### config.mk
export PLATFORM = sky130hd
export DESIGN_NAME = first_fit_partition_allocator_unit
export DESIGN_NICKNAME = d
export VERILOG_FILES = /design/src/sv/ffpa_pkg.sv /design/src/sv/ffpa_ram.sv /design/src/sv/ffpa_datapath.sv /design/src/sv/ffpa_ctrl.sv /design/src/sv/first_fit_partition_allocator_unit.sv
export SDC_FILE = /design/constraint.sdc
export NUM_CORES = 1
export LEC_CHECK = 0
export BUFFER_PORTS_ARGS = -buffer_cell sky130_fd_sc_hd__buf_2
export CORE_ASPECT_RATIO = 1.75
export CORE_MARGIN = 2
export CORE_UTILIZATION = 50
export CTS_CLUSTER_DIAMETER = 30
export DETAILED_ROUTE_END_ITERATION = 10
export PLACE_DENSITY = 0.65
export SKIP_CTS_REPAIR_TIMING = 1
export SLEW_MARGIN = 5
export SYNTH_ARGS = -nofsm -noshare
export SYNTH_HDL_FRONTEND = slang
export SYNTH_HIERARCHICAL = 1
export SYNTH_SLANG_ARGS = --single-unit
### constraint.sdc
create_clock -name clk -period 14.3 [get_ports clk]
set_input_delay 2.86 -clock clk [delete_from_list [all_inputs] [get_ports clk]]
set_output_delay 2.86 -clock clk [all_outputs]
set_load 0.005 [all_outputs]
### src/sv/ffpa_pkg.sv
// Shared types and constants for the first-fit partition allocator.
`default_nettype none

package ffpa_pkg;

  // Fixed field widths of the input and result beats
  localparam int CMD_W      = 2;
  localparam int BIDX_W     = 4;
  localparam int SIZE_IN_W  = 16;
  localparam int JOB_W      = 16;
  localparam int SUM_W      = 20;
  localparam int CFG_W      = 5;

  // Defaults for the top-level parameters
  localparam int NUM_BLOCKS_DEF = 16;
  localparam int SIZE_BITS_DEF  = 16;

  // Command codes
  localparam logic [CMD_W-1:0] CMD_LOAD  = 2'd0;
  localparam logic [CMD_W-1:0] CMD_ALLOC = 2'd1;
  localparam logic [CMD_W-1:0] CMD_CLEAR = 2'd2;

  // Saturation limit of both running totals
  localparam logic [SUM_W-1:0] SUM_MAX = 20'hFFFFF;

  // Reset value of the search limit register
  localparam logic [CFG_W-1:0] BLOCKS_IN_USE_RST = 5'd16;

  typedef struct packed {
    logic [CMD_W-1:0]     cmd;
    logic [BIDX_W-1:0]    block_index;
    logic [SIZE_IN_W-1:0] size;
  } in_item_t;

  typedef struct packed {
    logic                 granted;
    logic [BIDX_W-1:0]    granted_block;
    logic [JOB_W-1:0]     job_id;
    logic [SIZE_IN_W-1:0] leftover;
    logic [SUM_W-1:0]     total_used;
    logic [SUM_W-1:0]     total_loaded;
  } out_item_t;

  // Controller to datapath commands
  typedef struct packed {
    logic accept;   // capture the input beat and arm the scan
    logic scan;     // advance the partition scan by one step
    logic commit;   // apply the command and load the result register
  } ffpa_cmd_t;

  // Datapath to controller status
  typedef struct packed {
    logic is_alloc;   // the offered beat is an allocate
    logic scan_done;  // the scan found a fit or ran out of partitions
    logic out_free;   // the result register can take a new beat
  } ffpa_stat_t;

endpackage

`default_nettype wire

### src/sv/ffpa_ram.sv
// Generic single-write, single-read RAM with registered read data.
`default_nettype none

module ffpa_ram #(
  parameter int WIDTH = 16,
  parameter int DEPTH = 16,
  localparam int AW = (DEPTH > 1) ? $clog2(DEPTH) : 1
) (
  input  wire logic             clk,
  input  wire logic             we,
  input  wire logic [AW-1:0]    waddr,
  input  wire logic [WIDTH-1:0] wdata,
  input  wire logic [AW-1:0]    raddr,
  output logic      [WIDTH-1:0] rdata
);

  logic [WIDTH-1:0] mem [DEPTH];

  // Write port
  always_ff @(posedge clk) begin
    if (we) begin
      mem[waddr] <= wdata;
    end
  end

  // Registered read port
  always_ff @(posedge clk) begin
    rdata <= mem[raddr];
  end

endmodule

`default_nettype wire

### src/sv/ffpa_datapath.sv
// Datapath: partition table, scan pipeline, running totals and result register.
`default_nettype none

module ffpa_datapath
  import ffpa_pkg::*;
#(
  parameter int NUM_BLOCKS = NUM_BLOCKS_DEF,
  parameter int SIZE_BITS  = SIZE_BITS_DEF
) (
  input  wire logic             clk,
  input  wire logic             rst,
  input  wire in_item_t         in_item,
  input  wire logic             cfg_we,
  input  wire logic [CFG_W-1:0] cfg_data,
  input  wire ffpa_cmd_t        ctl,
  output ffpa_stat_t            sts,
  output logic                  out_valid,
  input  wire logic             out_stall,
  output out_item_t             out_item
);

  localparam int IDX_W = (NUM_BLOCKS > 1) ? $clog2(NUM_BLOCKS) : 1;
  localparam int LIM_W = $clog2(NUM_BLOCKS + 1);
  localparam int ADD_W = ((SIZE_BITS > SUM_W) ? SIZE_BITS : SUM_W) + 1;

  // Configuration and captured command
  logic [CFG_W-1:0]     blocks_in_use;
  logic [CMD_W-1:0]     cmd_q;
  logic [BIDX_W-1:0]    idx_q;
  logic [SIZE_BITS-1:0] sz_q;
  logic [LIM_W-1:0]     limit_q;
  logic [LIM_W-1:0]     limit_in;

  // Partition table flags
  logic [NUM_BLOCKS-1:0] busy;
  logic [NUM_BLOCKS-1:0] size_valid;

  // Scan pipeline
  logic [LIM_W-1:0]     issue_idx;
  logic                 issue_ok;
  logic                 chk_valid;
  logic [IDX_W-1:0]     chk_idx;
  logic [SIZE_BITS-1:0] rdata;
  logic [SIZE_BITS-1:0] part_sz;
  logic                 hit;
  logic                 hit_found;
  logic [IDX_W-1:0]     hit_idx;
  logic [SIZE_BITS-1:0] hit_left;

  // Counters
  logic [JOB_W-1:0] job_counter;
  logic [JOB_W-1:0] job_counter_next;
  logic [SUM_W-1:0] used_sum;
  logic [SUM_W-1:0] used_sum_next;
  logic [SUM_W-1:0] available_sum;
  logic [SUM_W-1:0] available_sum_next;
  logic [ADD_W-1:0] used_add;
  logic [ADD_W-1:0] avail_add;
  logic [SUM_W-1:0] used_sat;
  logic [SUM_W-1:0] avail_sat;

  // Load decode
  logic             idx_ok;
  logic [IDX_W-1:0] load_addr;
  logic             ram_we;

  // Search limit register
  always_ff @(posedge clk) begin
    if (rst) begin
      blocks_in_use <= BLOCKS_IN_USE_RST;
    end else if (cfg_we) begin
      blocks_in_use <= cfg_data;
    end
  end

  // Clamp the search limit to the table depth
  always_comb begin
    if (int'(blocks_in_use) > NUM_BLOCKS) begin
      limit_in = LIM_W'(NUM_BLOCKS);
    end else begin
      limit_in = LIM_W'(blocks_in_use);
    end
  end

  // Capture the input beat
  always_ff @(posedge clk) begin
    if (ctl.accept) begin
      cmd_q   <= in_item.cmd;
      idx_q   <= in_item.block_index;
      sz_q    <= SIZE_BITS'(in_item.size);
      limit_q <= limit_in;
    end
  end

  // Status to the controller
  assign issue_ok      = issue_idx < limit_q;
  assign sts.is_alloc  = in_item.cmd == CMD_ALLOC;
  assign sts.scan_done = (chk_valid && hit) || (!chk_valid && !issue_ok);
  assign sts.out_free  = !out_valid || !out_stall;

  // Size memory, one partition read per cycle during the scan
  assign idx_ok    = int'(idx_q) < NUM_BLOCKS;
  assign load_addr = IDX_W'(idx_q);
  assign ram_we    = ctl.commit && (cmd_q == CMD_LOAD) && idx_ok;

  ffpa_ram #(
    .WIDTH (SIZE_BITS),
    .DEPTH (NUM_BLOCKS)
  ) u_size_ram (
    .clk   (clk),
    .we    (ram_we),
    .waddr (load_addr),
    .wdata (sz_q),
    .raddr (issue_idx[IDX_W-1:0]),
    .rdata (rdata)
  );

  // Check the entry read in the previous cycle; unloaded entries read as zero
  assign part_sz = size_valid[chk_idx] ? rdata : '0;
  assign hit     = !busy[chk_idx] && (sz_q <= part_sz);

  // Advance the scan pipeline
  always_ff @(posedge clk) begin
    if (rst) begin
      issue_idx <= '0;
      chk_valid <= 1'b0;
      hit_found <= 1'b0;
    end else if (ctl.accept) begin
      issue_idx <= '0;
      chk_valid <= 1'b0;
      hit_found <= 1'b0;
    end else if (ctl.scan) begin
      chk_valid <= issue_ok;
      if (issue_ok) begin
        issue_idx <= issue_idx + 1'b1;
      end
      if (chk_valid && hit) begin
        hit_found <= 1'b1;
      end
    end
  end

  // Hold the index of the entry in the check stage and the first fit
  always_ff @(posedge clk) begin
    if (ctl.scan) begin
      chk_idx <= issue_idx[IDX_W-1:0];
      if (chk_valid && hit) begin
        hit_idx  <= chk_idx;
        hit_left <= part_sz - sz_q;
      end
    end
  end

  // Saturating adds for the totals
  assign used_add  = ADD_W'(used_sum) + ADD_W'(sz_q);
  assign avail_add = ADD_W'(available_sum) + ADD_W'(sz_q);
  assign used_sat  = (used_add > ADD_W'(SUM_MAX)) ? SUM_MAX : used_add[SUM_W-1:0];
  assign avail_sat = (avail_add > ADD_W'(SUM_MAX)) ? SUM_MAX : avail_add[SUM_W-1:0];

  // Next values of the counters at commit
  always_comb begin
    job_counter_next   = job_counter;
    used_sum_next      = used_sum;
    available_sum_next = available_sum;
    if (ctl.commit) begin
      unique case (cmd_q)
        CMD_LOAD: begin
          if (idx_ok) begin
            available_sum_next = avail_sat;
          end
        end
        CMD_ALLOC: begin
          job_counter_next = job_counter + 1'b1;
          if (hit_found) begin
            used_sum_next = used_sat;
          end
        end
        CMD_CLEAR: begin
          job_counter_next   = '0;
          used_sum_next      = '0;
          available_sum_next = '0;
        end
        default: begin
        end
      endcase
    end
  end

  always_ff @(posedge clk) begin
    if (rst) begin
      job_counter   <= '0;
      used_sum      <= '0;
      available_sum <= '0;
    end else begin
      job_counter   <= job_counter_next;
      used_sum      <= used_sum_next;
      available_sum <= available_sum_next;
    end
  end

  // Update the busy and loaded flags at commit
  always_ff @(posedge clk) begin
    if (rst) begin
      busy       <= '0;
      size_valid <= '0;
    end else if (ctl.commit) begin
      unique case (cmd_q)
        CMD_LOAD: begin
          if (idx_ok) begin
            busy[load_addr]       <= 1'b0;
            size_valid[load_addr] <= 1'b1;
          end
        end
        CMD_ALLOC: begin
          if (hit_found) begin
            busy[hit_idx] <= 1'b1;
          end
        end
        CMD_CLEAR: begin
          busy <= '0;
        end
        default: begin
        end
      endcase
    end
  end

  // Result register: load at commit, drop once the beat is taken
  always_ff @(posedge clk) begin
    if (rst) begin
      out_valid <= 1'b0;
    end else if (ctl.commit) begin
      out_valid <= 1'b1;
    end else if (!out_stall) begin
      out_valid <= 1'b0;
    end
  end

  always_ff @(posedge clk) begin
    if (ctl.commit) begin
      out_item.granted       <= (cmd_q == CMD_ALLOC) && hit_found;
      out_item.granted_block <= ((cmd_q == CMD_ALLOC) && hit_found) ?
                                BIDX_W'(hit_idx) : '0;
      out_item.job_id        <= (cmd_q == CMD_ALLOC) ? job_counter : job_counter_next;
      out_item.leftover      <= ((cmd_q == CMD_ALLOC) && hit_found) ?
                                SIZE_IN_W'(hit_left) : '0;
      out_item.total_used    <= used_sum_next;
      out_item.total_loaded  <= available_sum_next;
    end
  end

endmodule

`default_nettype wire

### src/sv/ffpa_ctrl.sv
// Controller state machine: accept, scan and commit sequencing.
`default_nettype none

module ffpa_ctrl
  import ffpa_pkg::*;
(
  input  wire logic       clk,
  input  wire logic       rst,
  input  wire logic       in_valid,
  output logic            in_stall,
  output ffpa_cmd_t       ctl,
  input  wire ffpa_stat_t sts
);

  localparam logic [1:0] ST_IDLE   = 2'd0;
  localparam logic [1:0] ST_SCAN   = 2'd1;
  localparam logic [1:0] ST_FINISH = 2'd2;

  logic [1:0] state;
  logic [1:0] state_next;

  // Next state and commands
  always_comb begin
    state_next = state;
    ctl        = '0;
    unique case (state)
      ST_IDLE: begin
        if (in_valid) begin
          ctl.accept = 1'b1;
          state_next = sts.is_alloc ? ST_SCAN : ST_FINISH;
        end
      end
      ST_SCAN: begin
        ctl.scan = 1'b1;
        if (sts.scan_done) begin
          state_next = ST_FINISH;
        end
      end
      ST_FINISH: begin
        if (sts.out_free) begin
          ctl.commit = 1'b1;
          state_next = ST_IDLE;
        end
      end
      default: begin
        state_next = ST_IDLE;
      end
    endcase
  end

  always_ff @(posedge clk) begin
    if (rst) begin
      state <= ST_IDLE;
    end else begin
      state <= state_next;
    end
  end

  // Take a new beat only between commands
  assign in_stall = state != ST_IDLE;

endmodule

`default_nettype wire

### src/sv/first_fit_partition_allocator_unit.sv
// Top level of the first-fit fixed-partition allocator.
`default_nettype none

// First-fit allocator over a table of NUM_BLOCKS fixed partitions. Load (cmd 0)
// writes a partition size and frees it, allocate (cmd 1) grants the lowest free
// partition of the first blocks_in_use whose size covers the job, clear (cmd 2)
// frees all partitions and zeroes the job counter and totals; every command gives
// one result beat. Commands are handled one at a time. A load, clear or unused
// code skips the scan; an allocate scans the partitions in order and stops at
// the first fit or after the last searched partition, since the size memory is
// read through one port, one partition per cycle. Results wait in an output
// register, so a stalled result holds off only the commit of the following
// command. There is no clearing pass after reset.

module first_fit_partition_allocator_unit
  import ffpa_pkg::*;
#(
  parameter int NUM_BLOCKS = NUM_BLOCKS_DEF,
  parameter int SIZE_BITS  = SIZE_BITS_DEF
) (
  input  wire logic             clk,
  input  wire logic             rst,
  input  wire logic             in_valid,
  output logic                  in_stall,
  input  wire in_item_t         in_item,
  output logic                  out_valid,
  input  wire logic             out_stall,
  output out_item_t             out_item,
  input  wire logic             cfg_we,
  input  wire logic [CFG_W-1:0] cfg_data
);

  ffpa_cmd_t  ctl;
  ffpa_stat_t sts;

  ffpa_ctrl u_ctrl (
    .clk      (clk),
    .rst      (rst),
    .in_valid (in_valid),
    .in_stall (in_stall),
    .ctl      (ctl),
    .sts      (sts)
  );

  ffpa_datapath #(
    .NUM_BLOCKS (NUM_BLOCKS),
    .SIZE_BITS  (SIZE_BITS)
  ) u_datapath (
    .clk       (clk),
    .rst       (rst),
    .in_item   (in_item),
    .cfg_we    (cfg_we),
    .cfg_data  (cfg_data),
    .ctl       (ctl),
    .sts       (sts),
    .out_valid (out_valid),
    .out_stall (out_stall),
    .out_item  (out_item)
  );

  // One command in flight: an accepted beat closes the input
  a_accept_closes_input: assert property (
    @(posedge clk) disable iff (rst)
    (in_valid && !in_stall) |=> in_stall
  ) else $error("input left open after an accepted beat");

  // A result that is not a grant names no partition and no leftover
  a_no_grant_is_zero: assert property (
    @(posedge clk) disable iff (rst)
    (out_valid && !out_item.granted) |->
      (out_item.granted_block == '0 && out_item.leftover == '0)
  ) else $error("non-granted result carries a partition or leftover");

  // A new result beat appears only as the current command completes
  a_result_on_commit: assert property (
    @(posedge clk) disable iff (rst)
    (in_stall && !out_valid) |=> (!out_valid || !in_stall)
  ) else $error("result beat appeared without a command completing");

endmodule

`default_nettype wire

After elaboration in Yosys (flattened, before gate mapping)
Memories as Yosys holds them, arrays and structs flattened. A register that Yosys moved wholly into a read port is not among the register bits.
Cells that the tools add are included.
Word-level totals
  output and inout port bits: 79
  RAM bits: 256
  input port bits: 32
  word-level logic and storage cells: 113
  register bits after elaboration: 231
  memories kept: 1
Memory list
  u_datapath.u_size_ram.mem: depth 16, bits a word 16, rd ports 1, clocked after memory_dff 1, write ports 1, line ffpa_ram.sv:17  | logic [WIDTH-1:0] mem [DEPTH];
Cells by class
  reduce and logical (&&, ||, !) cells: 24
  order comparisons: 10
  bitwise gates (word level): 4
  mux-type cells: 35
  add/subtract/negate cells: 5
  equality and inequality tests: 10
Operators by type and width (number)
  $mux W20: 5
  $pmux W20 S2: 2
  $mux W16: 4
  $pmux W16 S3: 1
  $add A20 B16 Y21: 2
  $gt A21 B20 Y1 const B: 2
  $or A16 B16 Y16: 2
  $pmux W16 S2: 1
  $add A16 B1 Y16 const B: 1
  $and A16 B16 Y16: 1
  $le A16 B16 Y1: 1
  $not A16 Y16: 1
  $sub A16 B16 Y16: 1
  $lt A4 B5 Y1 const B: 3
  $mux W1: 13
  $bmux W1 S4: 2
  $demux W1 S4: 2
  $ge A4 B1 Y1 const B: 2
  $mux W2: 4
  $logic_and A1 B1 Y1: 7
  $eq A2 B1 Y1 const B: 3
  $ne A2 B2 Y1 const B: 3
  $pmux W2 S3: 1
  $reduce_and A2 Y1: 3
  12 further kinds: 21

Logic depth before layout (Yosys ltp)
Gate-level depths: netlist of the first run.
  depth in word-level cells: 9
  depth in mapped cells: 17

By module
The synthesis of the first run kept the hierarchy.
By module, submodules not included
  ffpa_datapath: cells an instance 1061, area each 11125.7 µm², instances 1
  ffpa_ram: cells an instance 432, area each 10043.4 µm², instances 1
  ffpa_ctrl: cells an instance 15, area each 122.6 µm², instances 1

Worst setup path after synthesis of the first run
OpenSTA, ideal clock, no wires.
  kind: in2reg
  from: input out_stall
  to: memory u_datapath.u_size_ram.mem[0][0] (enable)
  cell stages on the path: 8
  setup slack: 4.905 ns
  arrival: 8.986 ns
  required time: 13.891 ns
  path through: nand2_1 > nand2_1 > nor2_1 > nand2_1 > inv_1 > clkbuf_1 > or3b_2 > nor3_1
RTL lines
  start: declaration: line first_fit_partition_allocator_unit.sv:27  | input wire logic out_stall,
  end: declaration: line ffpa_ram.sv:17

==> impl_metrics.tcl, run 1 <==
set metrics [dict create \
    outcome "complete, no violations" \
    setup_tns_ns 0 \
    drv_cap 0 \
    start_kind "primary input" \
    die_w_um 160 \
    drive_above_1_share_pct 19.8 \
    drcViolationCount 0 \
    syn_avg_cell_area_um2 14.1 \
    antenna_left 0 \
    dp.cells 2154 \
    rsz0062_at_grt "false" \
    synthTopCellsByCount "edfxtp_1, dfxtp_1, nand2_1" \
    cp_max_fo 41 \
    seqCellArea_mm2 0.0139 \
    io_buffers 110 \
    synth_top_area_cell "edfxtp_1" \
    design.core.area_mm2 0.0423 \
    fin_ws_ns 8.97 \
    ys_ff_latch 503 \
    worstPathArrival_ns 5.83 \
    final_nets 1746 \
    ys_warn_count 6 \
    vias 13000 \
    wirelength_um 49100 \
    dpl_cell_area_mm2 0.0226 \
    critPathKind "primary input to flop" \
    die-area_mm2 0.0443 \
    p_per_area_mw_per_mm2 132 \
    start_util_pct 50.3 \
    gp_congestion 0.865 \
    cpMostUsedCell "nand2_1" \
    pre_cts_slack_ns 8.41 \
    worstPathCellList "buf_2 -> nand2_1 -> nand2_1 -> nor2_4 -> buf_4 -> and2_1 -> nand2_1 -> nor2_1 -> nand2_1 -> nor2_1 -> a21oi_1 -> a211oi_1" \
    grt_usage_pct 22.1 \
    met3_length_um 2330 \
    rows 100 \
    critPathLaunch "out_stall" \
    wl_per_cell_um 21.7 \
    hold_violations 0 \
    fin_total_pwr_mw 3.24 \
    wl_met2_um 26200 \
    ys_seq_area_share_pct 65.3 \
    multi_input_area_mm2 0.00697 \
    cts-root-buf "clkbuf_16" \
    fin_skew_ns 0.0280 \
    drt-met1-wl_um 17900 \
    slew_headroom_pct 16.4 \
    dpl.hpwl_um 32700 \
    crit_slowest_cell "nand2_1" \
    yosysUniqueCellTypes 72 \
    fillers 3423 \
    htreeDepth 2 \
    area_growth_pct 15.5 \
    holdWs_ns 0.470 \
    antenna_found_initial 0 \
    cts_sinks 503 \
    timing.rr.start "u_datapath/chk_idx[0]" \
    max_freq_mhz 187 \
    clock_latency_ns 0.60 \
    synth_cells 1508 \
    setup_viol 0 \
    finalCoreUtilization_pct 58.2 \
    die_h_um 277 \
    n_antenna_cell 0 \
    synth_top_area_share_pct 54.2 \
    hold_path.class "flop to flop" \
    p_leak_nw 8.92 \
    crit_path_max_incr_delay_ns 0.67 \
    synth.cell_area_mm2 0.0213 \
    grt_first_pass_wirelength_um 74600 \
    synthFlopType "edfxtp_1" \
    dr.pass1.iters 5 \
    syn_nets 1600 \
    stdcell_area_mm2 0.0246 \
    layout.cells.non_filler 2266 \
    period_share_pct 37.3 \
    min_period_ns 5.33 \
    grt_max_degree 71 \
    drtIter0Drc 985 \
    cts.path.max_buffers 3 \
    min_from "u_datapath/size_valid[11]" \
    cp-end-kind "flop" \
    grt_pass1_vias 13200 \
    drt-vias-per-instance 5.75 \
    synth_most_common_cell "edfxtp_1" \
    cp.required_ns 14.80 \
    io-pin-count 111 \
    slew_viol_final 0 \
    ir_worst_vdd_mv 0.114 \
    tightestPinTransition_ns 1.25 \
    synth_edf_count 384 \
    synthTopCellsByArea "edfxtp_1, dfxtp_1, mux4_2" \
    grt.overflow.total 0 \
    postSynth.asyncResetShare_pct 0 \
    path_clk_slew_ns 0.06 \
    cts_tree "done" \
    numCtsBuffers 59 \
    highest_layer "met4" \
]
[cell type report]
type	count	share of cell area, %
multi-input combinational	900	28.3
tap	561	2.85
clock buffer	67	6.43
timing repair buffer	146	3.34
clock inverter	45	1.79
inverter	44	0.672
sequential	503	56.6
[kinds of logic (layout without fill, tap and decap cells)]
group           count (synthesis)  after routing  synth area share (%)
buf+inv                       105            302                  2.09
xor+xnor                       54             54                  2.22
fa+ha+maj                      60             60                  3.63
flops                         503            503                  65.3
compound gates                307            307                  9.19
simple gates                  400            400                  9.28
mux                            79             79                  8.24
[critical path: cells and delay by family]
kind	cells	cell delay (ns)
buffers and inverters	2	0.50
and+or+nand+nor	8	2.10
AOI/OAI and AO/OA	2	0.35
[flip-flops by register name, summed over array words and instances, names as in the netlist, 16 cells and up]
| signal | cells |
|---|---|
| u_datapath/available_sum | 20 |
| u_datapath/job_counter | 16 |
| u_datapath/u_size_ram/mem | 256 |
| u_datapath/used_sum | 20 |
| u_datapath/size_valid | 16 |
| u_datapath/busy | 16 |
| u_datapath/sz_q | 16 |
| u_datapath/out_item | 77 |
| u_datapath/u_size_ram/rdata | 16 |
| u_datapath/hit_left | 16 |
[cell usage in the layout (no fill, tap or decap), types with 5 or more instances in the layout]
master | synthesis | layout
clkinv_8 | 0 | 5
a21oi_1 | 77 | 77
nand4_1 | 9 | 9
nand3b_1 | 6 | 6
and2_1 | 35 | 35
nand2b_1 | 20 | 20
a22oi_1 | 33 | 33
dfxtp_1 | 119 | 117
edfxtp_1 | 384 | 384
a21o_1 | 20 | 20
buf_4 | 3 | 36
clkinv_4 | 0 | 9
o21a_1 | 6 | 6
mux4_1 | 10 | 10
nor2b_1 | 31 | 31
nor2_1 | 95 | 93
a22o_1 | 12 | 12
clkinv_1 | 0 | 5
buf_2 | 7 | 110
ha_1 | 57 | 57
inv_1 | 44 | 44
clkinvlp_4 | 0 | 7
nand3_1 | 28 | 28
or2_2 | 6 | 6
a211oi_1 | 20 | 20
inv_6 | 0 | 6
a31oi_1 | 29 | 29
o21bai_1 | 6 | 6
mux4_2 | 64 | 64
and3_1 | 27 | 27
inv_8 | 0 | 8
or3_1 | 9 | 9
xnor2_1 | 27 | 27
clkbuf_16 | 0 | 62
nor3_1 | 16 | 12
xor2_1 | 27 | 27
nand2_1 | 107 | 107
o21ai_0 | 66 | 66
[per-layer routing]
| metal | global-route usage [%] | vias up |
|---|---|---|
| li1 | - | 6047 |
| met1 | 24.5 | 6453 |
| met2 | 40.8 | 419 |
| met3 | 2.95 | 118 |
| met4 | 11.8 | 0 |
| met5 | 0 | - |
[final timing paths]
| check | to | cells past startpoint | slack [ns] |
|---|---|---|---|
| min | u_datapath/size_valid[11] | 2 | 0.47 |
| max reg2reg | u_datapath/hit_found | 12 | 9.28 |
| max | u_datapath/busy[5] | 12 | 8.97 |
| min reg2reg | u_datapath/size_valid[11] | 2 | 0.47 |
[report_power, final]
group          switching, mW  internal (mW)
clock network          0.642          0.844
logic                 0.0891         0.0483
registers             0.0209           1.60
(Power assumes the default switching activity.)
==> inputs of run 2 (changes only) <==
==> constraint.sdc (replaced) <==
create_clock -name clk -period 5.5 [get_ports clk]
set_input_delay 1.1 -clock clk [delete_from_list [all_inputs] [get_ports clk]]
set_output_delay 1.1 -clock clk [all_outputs]
set_load 0.005 [all_outputs]
==> impl_metrics.tcl, run 2 (same netlist as run 1, synthesis figures left out) <==
set metrics [dict create \
    outcome "complete, no violations" \
    reg_top3 "u_datapath/u_size_ram/mem x256, u_datapath/out_item x77" \
    cts_sinks 503 \
    min_from "u_datapath/size_valid[14]" \
    wl_per_cell_um 21.6 \
    rsz0062_at_grt "false" \
    p_per_area_mw_per_mm2 352 \
    grt.overflow.total 0 \
    hold_violations 0 \
    timing.rr.start "u_datapath/chk_idx[0]" \
    cp_max_fo 21 \
    grt_pass1_vias 13600 \
    hold_path.class "flop to flop" \
    path_clk_slew_ns 0.06 \
    tightestPinTransition_ns 1.09 \
    min_period_ns 4.95 \
    critPathKind "flop to flop" \
    cts.path.max_buffers 3 \
    hold_depth 2 \
    die_w_um 160 \
    drt-vias-per-instance 5.75 \
    die-area_mm2 0.0443 \
    antenna_found_initial 0 \
    clock_latency_ns 0.61 \
    period_share_pct 90.0 \
    die_h_um 277 \
    dpl_cell_area_mm2 0.0225 \
    drive_above_1_share_pct 19.8 \
    cp.required_ns 6.00 \
    holdWs_ns 0.469 \
    drtIter0Drc 944 \
    vias 13000 \
    dpl.hpwl_um 32100 \
    io_buffers 110 \
    seqPwrFrac_pct 48.8 \
    grt_max_degree 83 \
    htreeDepth 2 \
    fillers 3435 \
    rrSetupSlack_ns 0.55 \
    io-pin-count 111 \
    setup_viol 0 \
    dr.pass1.iters 5 \
    pwr-share-comb_pct 3.7 \
    layout_commonest_cell "edfxtp_1" \
    n_antenna_cell 0 \
    cts-root-buf "clkbuf_16" \
    slew_viol_final 0 \
    r2r_end "u_datapath/hit_found" \
    intPower_mw 6.67 \
    rows 100 \
    design.core.area_mm2 0.0423 \
    wirelength_um 48800 \
    regMostFlops "u_datapath/u_size_ram/mem" \
    r2r_cells 12 \
    worstPathArrival_ns 5.45 \
    cp-end-kind "flop" \
    largest_reg_flops 256 \
    start_kind "flop" \
    p_leak_nw 8.96 \
    multi_input_area_mm2 0.00697 \
    ir_worst_vdd_mv 0.260 \
    p_sw_share_pct 23.1 \
    drcViolationCount 0 \
    antenna_left 0 \
    hold_end "u_datapath/size_valid[14]" \
    start_util_pct 50.3 \
    clock_power_share_pct 47.5 \
    seqCellArea_mm2 0.0139 \
    grt_first_pass_wirelength_um 75100 \
    numCtsBuffers 61 \
    final_nets 1741 \
    cts_tree "done" \
    slew_headroom_pct 27.2 \
    gp_congestion 0.871 \
    fin_skew_ns 0.0293 \
    grt_usage_pct 22.2 \
    final_cell_mix "edfxtp_1, dfxtp_1, buf_2" \
    max_freq_mhz 202 \
    drv_cap 0 \
    setup_tns_ns 0 \
    p_switching_mw 2.01 \
    stdcell_area_mm2 0.0247 \
    finalCoreUtilization_pct 58.4 \
    area_growth_pct 15.9 \
]
-- run 2: cell types whose count changed in the layout (fill, tap and decap cells not counted), sizes merged --
cell,before,now
buf,146,139
bufinv,1,5
clkbuf,67,69
clkinv,22,21
clkinvlp,7,4
inv,59,61
-- run 2: layout make-up --
class	count	share of cell area (%)
Sequential cell	503	56.4
Multi-Input combinational cell	900	28.3
Clock buffer	69	6.43
Timing Repair Buffer	139	3.11
Tap cell	561	2.84
Clock inverter	47	2.28
Inverter	44	0.669
-- run 2: worst max path at each step --
stage | start | end | cells after the start
finish | u_datapath/chk_idx[0] | u_datapath/hit_found | 12
CTS | u_datapath/chk_idx[0] | u_datapath/hit_found | 12
global route | u_datapath/chk_idx[0] | u_datapath/hit_found | 12
detailed placement | u_datapath/chk_idx[0] | u_datapath/hit_found | 12
global placement | u_datapath/chk_idx[0] | u_datapath/hit_found | 12
floorplan | out_stall | u_datapath/u_size_ram/mem[0][0] | 8
-- run 2: per-layer routing --
metal	GRT usage, %	routed length (µm)
met1	24.1	18100
met2	40.7	25700
met3	2.83	1980
met4	13.6	3070
met5	0	0
-- run 2: power by group through the flow --
stage / combinational, mW / sequential (mW) / clock (mW)
3_3_place_gp: 0.318 / 4.31 / 0
5_1_grt: 0.356 / 4.24 / 4.34
3_5_place_dp: 0.323 / 4.32 / 0
2_1_floorplan: 0.209 / 4.28 / 0
6_report: 0.322 / 4.24 / 4.12
4_1_cts: 0.325 / 4.24 / 4.18
-- run 2: critical path, cell delays in order (launching register included) --
cell and delay (ns):
edfxtp_1 0.68, mux4_2 0.57, mux4_2 0.65, and2_1 0.22
ha_1 0.34, a21o_1 0.22, a21oi_2 0.15, nor2b_1 0.07
or3_1 0.40, a221o_1 0.35, a311o_1 0.40, and4b_1 0.50
o21ba_1 0.29
-- run 2: per-stage QoR --
stage	setup slack, ns	power [mW]	cells
after global routing	0.264	8.93	2263
final	0.549	8.68	2263
after floorplan	0.267	4.48	1508
after detailed placement	0.543	4.64	2147
after global placement	0.596	4.63	2147
after CTS	0.515	8.74	2263
